**src/rtl/vfc_pkg.sv**
```systemverilog
// Shared types, constants and tables for the voxel face-cull mesher.
package vfc_pkg;

  // Chunk geometry (the side is a power of two, so coordinate splits are shifts)
  localparam int CHUNK_SIDE = 16;
  localparam int CELL_COUNT = CHUNK_SIDE * CHUNK_SIDE * CHUNK_SIDE;
  localparam int ADDR_W     = $clog2(CELL_COUNT);

  // Item field widths
  localparam int IDX_W   = 12;
  localparam int COORD_W = 5;
  localparam int COUNT_W = 18;

  localparam int FACE_COUNT   = 6;
  localparam int CORNER_COUNT = 6;

  // Item kinds
  localparam logic KIND_WRITE = 1'b0;
  localparam logic KIND_MESH  = 1'b1;

  typedef enum logic [2:0] {
    FACE_PX = 3'd0,
    FACE_NX = 3'd1,
    FACE_PY = 3'd2,
    FACE_NY = 3'd3,
    FACE_PZ = 3'd4,
    FACE_NZ = 3'd5
  } face_t;

  typedef logic [2:0] corner_t;
  localparam corner_t CORNER_FIRST = 3'd0;
  localparam corner_t CORNER_LAST  = 3'd5;

  // Probe sequence: step 0 reads the cell, 1..6 the neighbors, 7 decides
  typedef logic [2:0] step_t;
  localparam step_t STEP_CENTER = 3'd0;
  localparam step_t STEP_DONE   = 3'd7;

  typedef enum logic [1:0] {
    ST_CLEAR,
    ST_IDLE,
    ST_PROBE,
    ST_EMIT
  } state_t;

  // Voxel store port request
  typedef struct packed {
    logic              we;
    logic [ADDR_W-1:0] waddr;
    logic              wdata;
    logic [ADDR_W-1:0] raddr;
  } ram_req_t;

  // One vertex command from the sequencer to the output stage
  typedef struct packed {
    logic               valid;
    logic               clr_cnt;
    face_t              face;
    corner_t            corner;
    logic               last;
    logic [COORD_W-1:0] cx;
    logic [COORD_W-1:0] cy;
    logic [COORD_W-1:0] cz;
  } emit_cmd_t;

  // Corner offsets, bit 2 = x, bit 1 = y, bit 0 = z
  localparam logic [2:0] CORNER_TBL [FACE_COUNT][CORNER_COUNT] = '{
    '{3'b100, 3'b110, 3'b101, 3'b110, 3'b111, 3'b101},  // +x
    '{3'b000, 3'b001, 3'b010, 3'b010, 3'b001, 3'b011},  // -x
    '{3'b010, 3'b011, 3'b110, 3'b011, 3'b111, 3'b110},  // +y
    '{3'b000, 3'b100, 3'b001, 3'b100, 3'b101, 3'b001},  // -y
    '{3'b001, 3'b101, 3'b111, 3'b001, 3'b111, 3'b011},  // +z
    '{3'b000, 3'b110, 3'b100, 3'b000, 3'b010, 3'b110}   // -z
  };

  function automatic logic [2:0] corner_ofs(face_t f, corner_t c);
    return CORNER_TBL[f][c];
  endfunction

  // Linear-index distance to the neighbor across a face
  function automatic logic [ADDR_W-1:0] nb_stride(face_t f);
    logic [ADDR_W-1:0] s;
    unique case (f)
      FACE_PX, FACE_NX: s = ADDR_W'(1);
      FACE_PY, FACE_NY: s = ADDR_W'(CHUNK_SIDE);
      default:          s = ADDR_W'(CHUNK_SIDE * CHUNK_SIDE);
    endcase
    return s;
  endfunction

endpackage

```
**src/rtl/vfc_emit.sv**
```systemverilog
// Output stage: vertex coordinates, running vertex count and result strobe.
module vfc_emit (
  input  logic                         clk,
  input  logic                         rst,
  input  vfc_pkg::emit_cmd_t           cmd,
  output logic                         strobe,
  output logic [vfc_pkg::COORD_W-1:0]  vertex_x,
  output logic [vfc_pkg::COORD_W-1:0]  vertex_y,
  output logic [vfc_pkg::COORD_W-1:0]  vertex_z,
  output logic [2:0]                   face,
  output logic [vfc_pkg::COUNT_W-1:0]  vertex_number,
  output logic                         last
);
  import vfc_pkg::*;

  logic [COUNT_W-1:0] vertex_counter;
  logic [2:0]         ofs;

  assign ofs = corner_ofs(cmd.face, cmd.corner);

  // Counter and strobe
  always_ff @(posedge clk) begin
    if (rst) begin
      vertex_counter <= '0;
      strobe         <= 1'b0;
    end else begin
      strobe <= cmd.valid;
      if (cmd.clr_cnt) begin
        vertex_counter <= '0;
      end else if (cmd.valid) begin
        vertex_counter <= vertex_counter + COUNT_W'(1);
      end
    end
  end

  // Vertex payload, coordinates wrap at the field width
  always_ff @(posedge clk) begin
    if (cmd.valid) begin
      vertex_x      <= cmd.cx + COORD_W'(ofs[2]);
      vertex_y      <= cmd.cy + COORD_W'(ofs[1]);
      vertex_z      <= cmd.cz + COORD_W'(ofs[0]);
      face          <= 3'(cmd.face);
      vertex_number <= vertex_counter;
      last          <= cmd.last;
    end
  end

endmodule

```
**config.mk**
```make
export PLATFORM = sky130hd
export DESIGN_NAME = vfc_emit
export DESIGN_NICKNAME = d
export VERILOG_FILES = /design/src/rtl/vfc_pkg.sv /design/src/rtl/vfc_emit.sv
export SDC_FILE = /design/constraint.sdc
export NUM_CORES = 1
export LEC_CHECK = 0
export BUFFER_PORTS_ARGS = -buffer_cell sky130_fd_sc_hd__buf_2
export CAP_MARGIN = 20
export CORE_MARGIN = 4
export CORE_UTILIZATION = 42
export DETAILED_ROUTE_END_ITERATION = 12
export GPL_ROUTABILITY_DRIVEN = 0
export PLACE_DENSITY = 0.66
export SLEW_MARGIN = 15
export SYNTH_ARGS = -nofsm -noshare
export SYNTH_HDL_FRONTEND = slang
export SYNTH_SLANG_ARGS = --single-unit
```
**constraint.sdc**
```tcl
create_clock -name clk -period 2.4 [get_ports clk]
set_input_delay 0.48 -clock clk [delete_from_list [all_inputs] [get_ports clk]]
set_output_delay 0.48 -clock clk [all_outputs]
set_load 0.03 [all_outputs]
```
==> reports/qor.csv <==
metric,value,unit
first_global_vias,1641,
max_freq,475,MHz
grt_pass1_wl,7650,um
critPathCaptureType,flip-flop,
finalSetupViolations,0,
ios,64,
synth_ff_type,edfxtp_1,
pwr-share-comb,13.8,%
layout_common_cells,"63 x buf_2, 37 x edfxtp_1, 19 x dfxtp_1",
cts_made_buffers,5,
crit_type,in -> reg,
yosys_warnings,0,
syn_area,2470,um2
p_leak,1.20,nW
first_pass_iters,4,
routed_via_density,4.99,
cts_htree_levels,2,
relSlewSlack,66.5,%
cp.required,2.46,ns
initial_core_util,44.1,%
root_buffer,clkbuf_8,
synth.avg_cell_area,12.4,um2
dpl_cell_area,2850,um2
vias,1681,
fill_cells,529,
clk_latency,0.30,ns
final_common_cell,buf_2,
crit_path_start,cmd[19],
utilization,52.5,%
port_buffers,63,
final_hold_viol_count,0,
hpwl,3260,um
fin_crit_sh,87.6,%
cts_tree,yes,
grt.total_usage,13.1,%
status,"complete, no violations",
multiInputGateArea,908,um2
grt_max_degree,40,
grt_overflow_total,0,
critPathMaxStageDelay,0.34,ns
vdd_drop_max,302,uV
syn_nets,240,
cp_slowest_cell,or3b_1,
core_region_area,5610,um2
n_antenna_cell,0,
layout.nets,305,
syn_inst,199,
antenna_found_initial,0,
design_area,2950,um2
synth_edf_count,37,
worstPathMaxFanout,4,
p_sw,0.486,mW
rsz0062_at_grt,false,
p_int,1.39,mW
die_h,84.8,um
area_delta_synth_final,19.1,%
rows,27,
p_sw_share,25.8,%
clkPwrFrac,28.4,%
worst_pin_slew,0.503,ns
cp_cell_sequence,"buf_2, inv_1, ha_1, or3b_1, a21oi_1, a21oi_1, o21ai_1, ha_1, ha_1, nand3_1, xnor2_1",
arrival,2.16,ns
maxCapViolCount,0,
cts.path.max_buffers,2,
hp-class,in -> reg,
die_area,7180,um2
cp_common_cell,ha_1,
async_flop_share,0,%
antenna_left,0,
worstReg2RegStart,vertex_counter[3],
min_period,2.10,ns
cts_resized,0,
drive_gt1_share,29.4,%
clock-sinks,56,
drtIter0Drc,88,
register_area,1490,um2
dieWidth,84.8,um
seq_power_share,57.8,%
clock_skew,0.00786,ns
power_density,638,nW/um2
routedWlPerCell,13.4,um
clk_pin_slew,0.10,ns
post_cts.repair.setup_buffers,0,
final_max_slew_viol_count,0,
wl,4520,um
synth.distinct_cells,37,
ys_ff_latch,56,
worstHoldStart,rst,
drc_errors,0,
hold_buffers,0,
ys_seq_area_share,60.3,%
startpoint_type,input port,
## power groups by stage
stage / logic, mW / registers [mW] / clock network, mW
2_1_floorplan: 0.0665 / 1.20 / 0
3_3_place_gp: 0.260 / 1.11 / 0
3_5_place_dp: 0.264 / 1.11 / 0
4_1_cts: 0.265 / 1.09 / 0.554
5_1_grt: 0.285 / 1.09 / 0.598
6_report: 0.260 / 1.09 / 0.535
## layout make-up
type / count / share of cell area [%]
sequential: 56 / 50.6
clock buffer: 6 / 2.80
clock inverter: 2 / 0.467
timing repair buffer: 66 / 11.5
tap: 72 / 3.06
multi-input combinational: 129 / 30.8
inverter: 6 / 0.764
## routing by layer
layer  part of all wire [%]  track usage, %  routed length [um]  vias up
met1                     45            16.5                2020      782
met4                    1.2            4.17                  53        0
li1                       -               -                   -      858
met3                    5.4            3.73                 245        4
met5                      0               0                   0        -
met2                     49            21.7                2200       37
## registers in the layout, indices dropped and copies added (netlist names)
name            flops
vertex_z            5
face                3
strobe              1
vertex_y            5
vertex_counter     18
last                1
vertex_number      18
vertex_x            5
## Yosys cell counts, types with 2 or more instances
master / instances / area [um2]
ha_1: 15 / 188
buf_6: 3 / 33.8
o21ai_1: 2 / 10.0
nand2_1: 9 / 33.8
nand2b_1: 2 / 12.5
xnor2_1: 9 / 78.8
or4_1: 4 / 30.0
nand3_1: 9 / 45.0
dfxtp_1: 19 / 380
o21ai_0: 7 / 35.0
clkbuf_1: 4 / 15.0
or3_1: 2 / 12.5
nand4_1: 5 / 31.3
a211oi_1: 2 / 15.0
xor2_1: 11 / 96.3
o31ai_1: 4 / 30.0
edfxtp_1: 37 / 1110
and4_1: 3 / 26.3
inv_1: 6 / 22.5
nor2_1: 18 / 67.6
a21oi_1: 12 / 60.1
## worst paths after layout
kind	endpoint	slack, ns	cells past startpoint
max reg2reg	vertex_counter[16]	0.61	4
min reg2reg	vertex_counter[10]	0.49	2
max	vertex_y[4]	0.30	11
min	strobe	0.35	2
## critical path: cells and delay by family
kind	cells	cell delay, ns
and+or+nand+nor	2	0.44
buffers and inverters	2	0.22
AOI/OAI and AO/OA	3	0.36
xor gates and xnor gates	1	0.13
adders and majority gates	3	0.54
## logic make-up after synthesis
kind of cell / synth area share (%)
adders and majority gates: 7.58
muxes: 0.404
xor gates and xnor gates: 7.08
AOI/OAI and AO/OA: 7.99
DFF: 60.3
buffers and inverters: 3.03
and+or+nand+nor: 13.7
## per-stage QoR
| step | hold WS, ns | power (mW) | TNS (ns) | std cells | setup WS (ns) |
|---|---|---|---|---|---|
| 2_1_floorplan | 0.422 | 1.27 | 0 | 199 | 0.223 |
| 3_3_place_gp | 0.437 | 1.37 | 0 | 329 | 0.0325 |
| 3_5_place_dp | 0.452 | 1.37 | -0.0223 | 329 | -0.0223 |
| 4_1_cts | 0.343 | 1.91 | 0 | 337 | 0.298 |
| 5_1_grt | 0.339 | 1.98 | 0 | 337 | 0.177 |
| 6_report | 0.350 | 1.88 | 0 | 337 | 0.297 |
(Power assumes the default switching activity.)
