<file path="config.mk">
export PLATFORM = sky130hd
export DESIGN_NAME = vfc_ctrl
export DESIGN_NICKNAME = d
export VERILOG_FILES = /design/src/rtl/vfc_pkg.sv /design/src/rtl/vfc_ctrl.sv
export SDC_FILE = /design/constraint.sdc
export NUM_CORES = 1
export LEC_CHECK = 0
export BUFFER_PORTS_ARGS = -buffer_cell sky130_fd_sc_hd__buf_4
export CORE_MARGIN = 5
export CORE_UTILIZATION = 40
export DETAILED_ROUTE_END_ITERATION = 10
export PLACE_DENSITY = 0.66
export REMOVE_ABC_BUFFERS = 1
export SYNTH_ARGS = -nofsm -noshare
export SYNTH_HDL_FRONTEND = slang
export SYNTH_SLANG_ARGS = --single-unit
</file>
<file path="constraint.sdc">
create_clock -name clk -period 5.79 [get_ports clk]
set_input_delay 0 -clock clk [delete_from_list [all_inputs] [get_ports clk]]
set_output_delay 0 -clock clk [all_outputs]
set_load 0.005 [all_outputs]
</file>
<file path="src/rtl/vfc_pkg.sv">
// Shared types, constants and tables for the voxel face-cull mesher.
package vfc_pkg;

  // Chunk geometry (the side is a power of two, so coordinate splits are shifts)
  localparam int CHUNK_SIDE = 16;
  localparam int CELL_COUNT = CHUNK_SIDE * CHUNK_SIDE * CHUNK_SIDE;
  localparam int ADDR_W     = $clog2(CELL_COUNT);

  // Item field widths
  localparam int IDX_W   = 12;
  localparam int COORD_W = 5;
  localparam int COUNT_W = 18;

  localparam int FACE_COUNT   = 6;
  localparam int CORNER_COUNT = 6;

  // Item kinds
  localparam logic KIND_WRITE = 1'b0;
  localparam logic KIND_MESH  = 1'b1;

  typedef enum logic [2:0] {
    FACE_PX = 3'd0,
    FACE_NX = 3'd1,
    FACE_PY = 3'd2,
    FACE_NY = 3'd3,
    FACE_PZ = 3'd4,
    FACE_NZ = 3'd5
  } face_t;

  typedef logic [2:0] corner_t;
  localparam corner_t CORNER_FIRST = 3'd0;
  localparam corner_t CORNER_LAST  = 3'd5;

  // Probe sequence: step 0 reads the cell, 1..6 the neighbors, 7 decides
  typedef logic [2:0] step_t;
  localparam step_t STEP_CENTER = 3'd0;
  localparam step_t STEP_DONE   = 3'd7;

  typedef enum logic [1:0] {
    ST_CLEAR,
    ST_IDLE,
    ST_PROBE,
    ST_EMIT
  } state_t;

  // Voxel store port request
  typedef struct packed {
    logic              we;
    logic [ADDR_W-1:0] waddr;
    logic              wdata;
    logic [ADDR_W-1:0] raddr;
  } ram_req_t;

  // One vertex command from the sequencer to the output stage
  typedef struct packed {
    logic               valid;
    logic               clr_cnt;
    face_t              face;
    corner_t            corner;
    logic               last;
    logic [COORD_W-1:0] cx;
    logic [COORD_W-1:0] cy;
    logic [COORD_W-1:0] cz;
  } emit_cmd_t;

  // Corner offsets, bit 2 = x, bit 1 = y, bit 0 = z
  localparam logic [2:0] CORNER_TBL [FACE_COUNT][CORNER_COUNT] = '{
    '{3'b100, 3'b110, 3'b101, 3'b110, 3'b111, 3'b101},  // +x
    '{3'b000, 3'b001, 3'b010, 3'b010, 3'b001, 3'b011},  // -x
    '{3'b010, 3'b011, 3'b110, 3'b011, 3'b111, 3'b110},  // +y
    '{3'b000, 3'b100, 3'b001, 3'b100, 3'b101, 3'b001},  // -y
    '{3'b001, 3'b101, 3'b111, 3'b001, 3'b111, 3'b011},  // +z
    '{3'b000, 3'b110, 3'b100, 3'b000, 3'b010, 3'b110}   // -z
  };

  function automatic logic [2:0] corner_ofs(face_t f, corner_t c);
    return CORNER_TBL[f][c];
  endfunction

  // Linear-index distance to the neighbor across a face
  function automatic logic [ADDR_W-1:0] nb_stride(face_t f);
    logic [ADDR_W-1:0] s;
    unique case (f)
      FACE_PX, FACE_NX: s = ADDR_W'(1);
      FACE_PY, FACE_NY: s = ADDR_W'(CHUNK_SIDE);
      default:          s = ADDR_W'(CHUNK_SIDE * CHUNK_SIDE);
    endcase
    return s;
  endfunction

endpackage

</file>
<file path="src/rtl/vfc_ctrl.sv">
// Sequencer: store clear, voxel writes, neighbor probing and face walk.
module vfc_ctrl (
  input  logic                       clk,
  input  logic                       rst,
  input  logic                       start,
  input  logic                       kind,
  input  logic [vfc_pkg::IDX_W-1:0]  cell_index,
  input  logic                       solid,
  output logic                       busy,
  output vfc_pkg::ram_req_t          ram_req,
  input  logic                       ram_rdata,
  output vfc_pkg::emit_cmd_t         cmd
);
  import vfc_pkg::*;

  state_t state, state_next;

  // Control registers
  logic [ADDR_W-1:0] clr_addr;
  step_t             step;

  // Per-item payload registers
  logic [ADDR_W-1:0]     base;
  logic                  in_rng;
  logic [FACE_COUNT-1:0] bnd;
  logic [COORD_W-1:0]    cx, cy, cz;
  logic                  center_q;
  logic [FACE_COUNT-1:0] exp_q;
  face_t                 face_q;
  corner_t               corner_q;

  // Item decode at accept
  logic                  accept;
  logic [31:0]           idx_w, x_w, y_w, z_w;
  logic                  in_rng_now;
  logic [FACE_COUNT-1:0] bnd_now;

  // Probe path
  face_t                 probe_face;
  logic [ADDR_W-1:0]     stride;
  logic [ADDR_W-1:0]     nb_addr;
  logic [ADDR_W-1:0]     probe_addr;
  logic [FACE_COUNT-1:0] exp_all;
  logic                  mesh_go;

  // Face walk
  logic [FACE_COUNT-1:0] later;
  logic                  any_later;
  face_t                 next_face;
  logic                  emit_last;

  function automatic face_t first_face(logic [FACE_COUNT-1:0] m);
    face_t r;
    r = FACE_PX;
    for (int i = FACE_COUNT - 1; i >= 0; i--) begin
      if (m[i]) begin
        r = face_t'(3'(i));
      end
    end
    return r;
  endfunction

  // Split the linear index into coordinates and boundary flags
  always_comb begin
    accept     = start && (state == ST_IDLE);
    idx_w      = 32'(cell_index);
    x_w        = idx_w % CHUNK_SIDE;
    y_w        = (idx_w / CHUNK_SIDE) % CHUNK_SIDE;
    z_w        = idx_w / (CHUNK_SIDE * CHUNK_SIDE);
    in_rng_now = idx_w < CELL_COUNT;
    bnd_now[FACE_PX] = x_w == CHUNK_SIDE - 1;
    bnd_now[FACE_NX] = x_w == 0;
    bnd_now[FACE_PY] = y_w == CHUNK_SIDE - 1;
    bnd_now[FACE_NY] = y_w == 0;
    bnd_now[FACE_PZ] = z_w >= CHUNK_SIDE - 1;
    bnd_now[FACE_NZ] = z_w == 0;
  end

  // Shared address adder: base plus or minus the face stride
  always_comb begin
    probe_face = face_t'(step - 3'd1);
    stride     = nb_stride(probe_face);
    nb_addr    = probe_face[0] ? (base - stride) : (base + stride);
    if (step == STEP_CENTER || step == STEP_DONE) begin
      probe_addr = base;
    end else if (bnd[probe_face]) begin
      probe_addr = base;
    end else begin
      probe_addr = nb_addr;
    end
  end

  // Exposure once the last neighbor read returns
  always_comb begin
    exp_all          = exp_q;
    exp_all[FACE_NZ] = bnd[FACE_NZ] | ~ram_rdata;
    mesh_go          = in_rng && center_q && (|exp_all);
  end

  // Next exposed face after the current one
  always_comb begin
    later     = exp_q & FACE_COUNT'(6'h3F << (3'(face_q) + 3'd1));
    any_later = |later;
    next_face = first_face(later);
    emit_last = (corner_q == CORNER_LAST) && !any_later;
  end

  // Next state
  always_comb begin
    state_next = state;
    unique case (state)
      ST_CLEAR: begin
        if (clr_addr == ADDR_W'(CELL_COUNT - 1)) begin
          state_next = ST_IDLE;
        end
      end
      ST_IDLE: begin
        if (start && kind == KIND_MESH) begin
          state_next = ST_PROBE;
        end
      end
      ST_PROBE: begin
        if (step == STEP_DONE) begin
          state_next = mesh_go ? ST_EMIT : ST_IDLE;
        end
      end
      ST_EMIT: begin
        if (emit_last) begin
          state_next = ST_IDLE;
        end
      end
      default: state_next = ST_IDLE;
    endcase
  end

  // Outputs
  always_comb begin
    busy          = state != ST_IDLE;
    ram_req.we    = 1'b0;
    ram_req.waddr = clr_addr;
    ram_req.wdata = 1'b0;
    ram_req.raddr = probe_addr;
    cmd.valid     = 1'b0;
    cmd.clr_cnt   = 1'b0;
    cmd.face      = face_q;
    cmd.corner    = corner_q;
    cmd.last      = emit_last;
    cmd.cx        = cx;
    cmd.cy        = cy;
    cmd.cz        = cz;
    unique case (state)
      ST_CLEAR: begin
        ram_req.we = 1'b1;
      end
      ST_IDLE: begin
        if (start && kind == KIND_WRITE) begin
          ram_req.we    = in_rng_now;
          ram_req.waddr = ADDR_W'(cell_index);
          ram_req.wdata = solid;
          cmd.clr_cnt   = 1'b1;
        end
      end
      ST_PROBE: begin
      end
      ST_EMIT: begin
        cmd.valid = 1'b1;
      end
      default: begin
      end
    endcase
  end

  // Control registers
  always_ff @(posedge clk) begin
    if (rst) begin
      state    <= ST_CLEAR;
      clr_addr <= '0;
      step     <= STEP_CENTER;
    end else begin
      state <= state_next;
      if (state == ST_CLEAR) begin
        clr_addr <= clr_addr + ADDR_W'(1);
      end
      if (accept) begin
        step <= STEP_CENTER;
      end else if (state == ST_PROBE) begin
        step <= step + 3'd1;
      end
    end
  end

  // Item payload, probe results and face walk
  always_ff @(posedge clk) begin
    if (accept) begin
      base   <= ADDR_W'(cell_index);
      in_rng <= in_rng_now;
      bnd    <= bnd_now;
      cx     <= COORD_W'(x_w);
      cy     <= COORD_W'(y_w);
      cz     <= COORD_W'(z_w);
    end
    if (state == ST_PROBE) begin
      // read data returned here belongs to the previous step
      if (step == 3'd1) begin
        center_q <= ram_rdata;
      end
      for (int i = 0; i < FACE_COUNT - 1; i++) begin
        if (step == 3'(i + 2)) begin
          exp_q[i] <= bnd[i] | ~ram_rdata;
        end
      end
      if (step == STEP_DONE) begin
        exp_q    <= exp_all;
        face_q   <= first_face(exp_all);
        corner_q <= CORNER_FIRST;
      end
    end
    if (state == ST_EMIT) begin
      if (corner_q == CORNER_LAST) begin
        corner_q <= CORNER_FIRST;
        face_q   <= next_face;
      end else begin
        corner_q <= corner_q + 3'd1;
      end
    end
  end

endmodule

</file>
==> results.toml <==
[clocking]
clock_latency_ns = 0.30
clock-sinks = 48
ctsResizeCount = 0
cts_setup_buffers = 0
clk_path_buf_depth = 2
cts_tree = "done"
clockRootBuffer = "clkbuf_8"
h-tree-depth = 2
cts_hold_buf = 14
clk_pin_slew_ns = 0.08
cts_buffers = 5

[route]
drt_iter0_markers = 135
ant_nets = 0
wl_um = 7480
viasPerCell = 5.27
num_vias = 2779
drc = 0
first_pass_iters = 4
wl_per_cell_um = 14.2

[synthesis]
synth_ff_type = "edfxtp_1"
synth_warnings = 0
ys_seq_area_frac = 0.378
syn_avg_cell_area_um2 = 9.48
synth_top_area_share = 0.256
ys_types = 54
ys_ff_latch = 48
synth_cells = 346
synth_edf_count = 28
syn_area_um2 = 3280
yosys.area.top_type = "edfxtp_1"
synth_area_leaders = "edfxtp_1 26%, ha_1 13%, dfxtp_1 12%"
async_reset_ff_frac = 0

[sta]
setup_viol = 0
layout_min_cycle_time_ns = 4.44
fin_worst_skew_ns = 0.0112
fin_tns_setup_ns = 0
grt_setup_unrepaired = "false"
finalHoldViolations = 0
maxSlewViolCount = 0
holdWs_ns = 0.136
finalCritPeriodShare = 0.768
max_freq_mhz = 225
tightest_slew_ns = 1.19
slew_headroom = 0.204

[worst_setup_path]
crit_top_cell = "ha_1"
required_ns = 5.79
critPathKind = "reg -> out"
critical_path.cell_chain = "inv_1 -> ha_1 -> ha_1 -> o21bai_1 -> ha_1 -> nor2_1 -> nand2_1 -> fa_1 -> a211oi_1 -> o21bai_1 -> a2111o_1 -> a211oi_1 -> nand3b_1 -> buf_4"
cp.arrival_ns = 4.44
cp_max_fo = 15
critPathSlowestCell = "dfxtp_1"
crit_buf_inv = 2
end_kind = "output pin"
crit_family = "adder cells"
cp_slowest_stage_delay_ns = 0.66
startpoint_type = "flip-flop"

[power]
power_w = 0.000733
vdd_drop_max_uv = 139
p_leak_nw = 1.70
combPwrFrac = 0.171
seqPwrFrac = 0.531
cellPowerDensity_nw_per_um2 = 180
power_switching_w = 0.000182
switching_share = 0.248
clkPwrFrac = 0.299
p_int_w = 0.000551

[finish]
area_delta_synth_final_pct = 24.3
seq_area_um2 = 1240
nets = 474
multi_input_area_um2 = 1900
diodes = 0
layout_commonest_cell = "buf_4"
final_cell_mix = "65 x buf_4, 35 x nor2_1, 34 x ha_1"
drive_above_1_share = 0.180
instances_no_fill = 527
fin_area_um2 = 4080
fillers = 777

[die]
core_area_um2 = 8090
die_h_um = 101
initial_core_util = 0.405
boundaryPins = 69
die_x_um = 101
die-area_um2 = 10100
row_count = 33

[global_routing]
grt_overflow_total = 0
antenna_found_initial = 0
grt_pass1_wl_um = 12400
grtUsageTotal = 0.150
grt_pass1_vias = 2604
grt_max_degree = 29

[place]
dp_hpwl_um = 5830
gp_congestion = 0.934
postPlaceCellArea_um2 = 3830
io_buffers = 65
place_inst = 505

[status]
run_status = "complete, no violations"

[job]
cap_violations = 0

[hold_path]
min_path_type = "in -> reg"
kinds of logic (layout without fill, tap and decap cells):
group | after synthesis | in the layout | synth area share
adders and majority gates | 35 | 35 | 0.136
muxes | 19 | 19 | 0.0675
DFF | 48 | 48 | 0.378
other | 1 | 3 | 0.00114
and+or+nand+nor | 127 | 127 | 0.195
AOI/OAI and AO/OA | 67 | 67 | 0.137
buffers and inverters | 34 | 108 | 0.0458
xor gates and xnor gates | 15 | 15 | 0.0401
stage by stage:
step,worst slack [ns],util
5_1_grt,1.01,0.504
2_1_floorplan,2.23,-
6_report,1.35,0.504
3_3_place_gp,1.83,0.474
3_5_place_dp,1.68,0.474
4_1_cts,1.32,0.504
synth_stat cells (2+ instances only):
| library cell | n |
|---|---|
| nand2b_1 | 11 |
| inv_1 | 21 |
| o21ai_0 | 6 |
| a21oi_1 | 15 |
| o21bai_1 | 3 |
| dfxtp_1 | 20 |
| mux2_1 | 13 |
| xnor2_1 | 5 |
| edfxtp_1 | 28 |
| nor2_1 | 35 |
| clkbuf_1 | 7 |
| nand2_1 | 31 |
| ha_1 | 34 |
| nand3_1 | 9 |
| nor3b_1 | 3 |
| o41ai_1 | 2 |
| o21ai_1 | 7 |
| mux2_2 | 2 |
| nor4_1 | 5 |
| xor2_1 | 10 |
| and3_1 | 2 |
| nor2b_1 | 4 |
| and2_1 | 4 |
| a31oi_1 | 4 |
| o2111ai_1 | 2 |
| mux2i_1 | 3 |
| buf_4 | 4 |
| o31a_1 | 2 |
| and4_1 | 6 |
| o211ai_1 | 2 |
| a211oi_1 | 3 |
| o21a_1 | 7 |
| o31ai_1 | 7 |
| nor3_1 | 7 |
| nand4_1 | 3 |
flip-flops by register name, indices dropped and copies added, names as in the netlist:
| signal | count |
|---|---|
| state | 2 |
| center_q | 1 |
| face_q | 3 |
| bnd | 6 |
| corner_q | 3 |
| base | 12 |
| step | 3 |
| exp_q | 6 |
| clr_addr | 12 |
path summary, 6_finish.rpt:
kind | start | endpoint | slack, ns | cells past startpoint
max | step[0]$_SDFFE_PP0N_ | ram_req[8] | 1.35 | 14
min | start | step[0]$_SDFFE_PP0N_ | 0.14 | 4
max reg2reg | face_q[1]$_DFF_P_ | state[0]$_SDFFE_PP0P_ | 3.56 | 8
min reg2reg | clr_addr[8]$_SDFFE_PP0P_ | clr_addr[8]$_SDFFE_PP0P_ | 0.51 | 2
routing by layer:
| metal | global-route usage | vias up | part of all wire |
|---|---|---|---|
| li1 | - | 1400 | - |
| met1 | 0.206 | 1315 | 0.46 |
| met2 | 0.246 | 55 | 0.48 |
| met3 | 0.0180 | 9 | 0.044 |
| met4 | 0.0487 | 0 | 0.016 |
| met5 | 0 | - | 0 |
worst register-to-register path, delay by kind of cell, from the launching register on:
| family | cells | cell delay [ns] |
|---|---|---|
| and+or+nand+nor | 2 | 0.33 |
| DFF | 1 | 0.38 |
| adders and majority gates | 2 | 0.54 |
| buffers and inverters | 1 | 0.05 |
| muxes | 1 | 0.34 |
| AOI/OAI and AO/OA | 2 | 0.47 |
area by class of cell:
class | instances | area share
timing repair buffer | 79 | 0.154
tap | 105 | 0.0322
clock inverter | 1 | 0.00123
inverter | 21 | 0.0193
multi-input combinational | 266 | 0.465
clock buffer | 7 | 0.0239
sequential | 48 | 0.304
power by group through the flow:
stage | logic [W] | registers [W] | clock network [W]
after floorplan | 0.0000637 | 0.000392 | 0
after global placement | 0.000116 | 0.000396 | 0
after detailed placement | 0.000117 | 0.000397 | 0
after CTS | 0.000126 | 0.000389 | 0.000222
after global routing | 0.000138 | 0.000391 | 0.000239
final | 0.000125 | 0.000389 | 0.000219
Power figures use the tool's default switching activity.
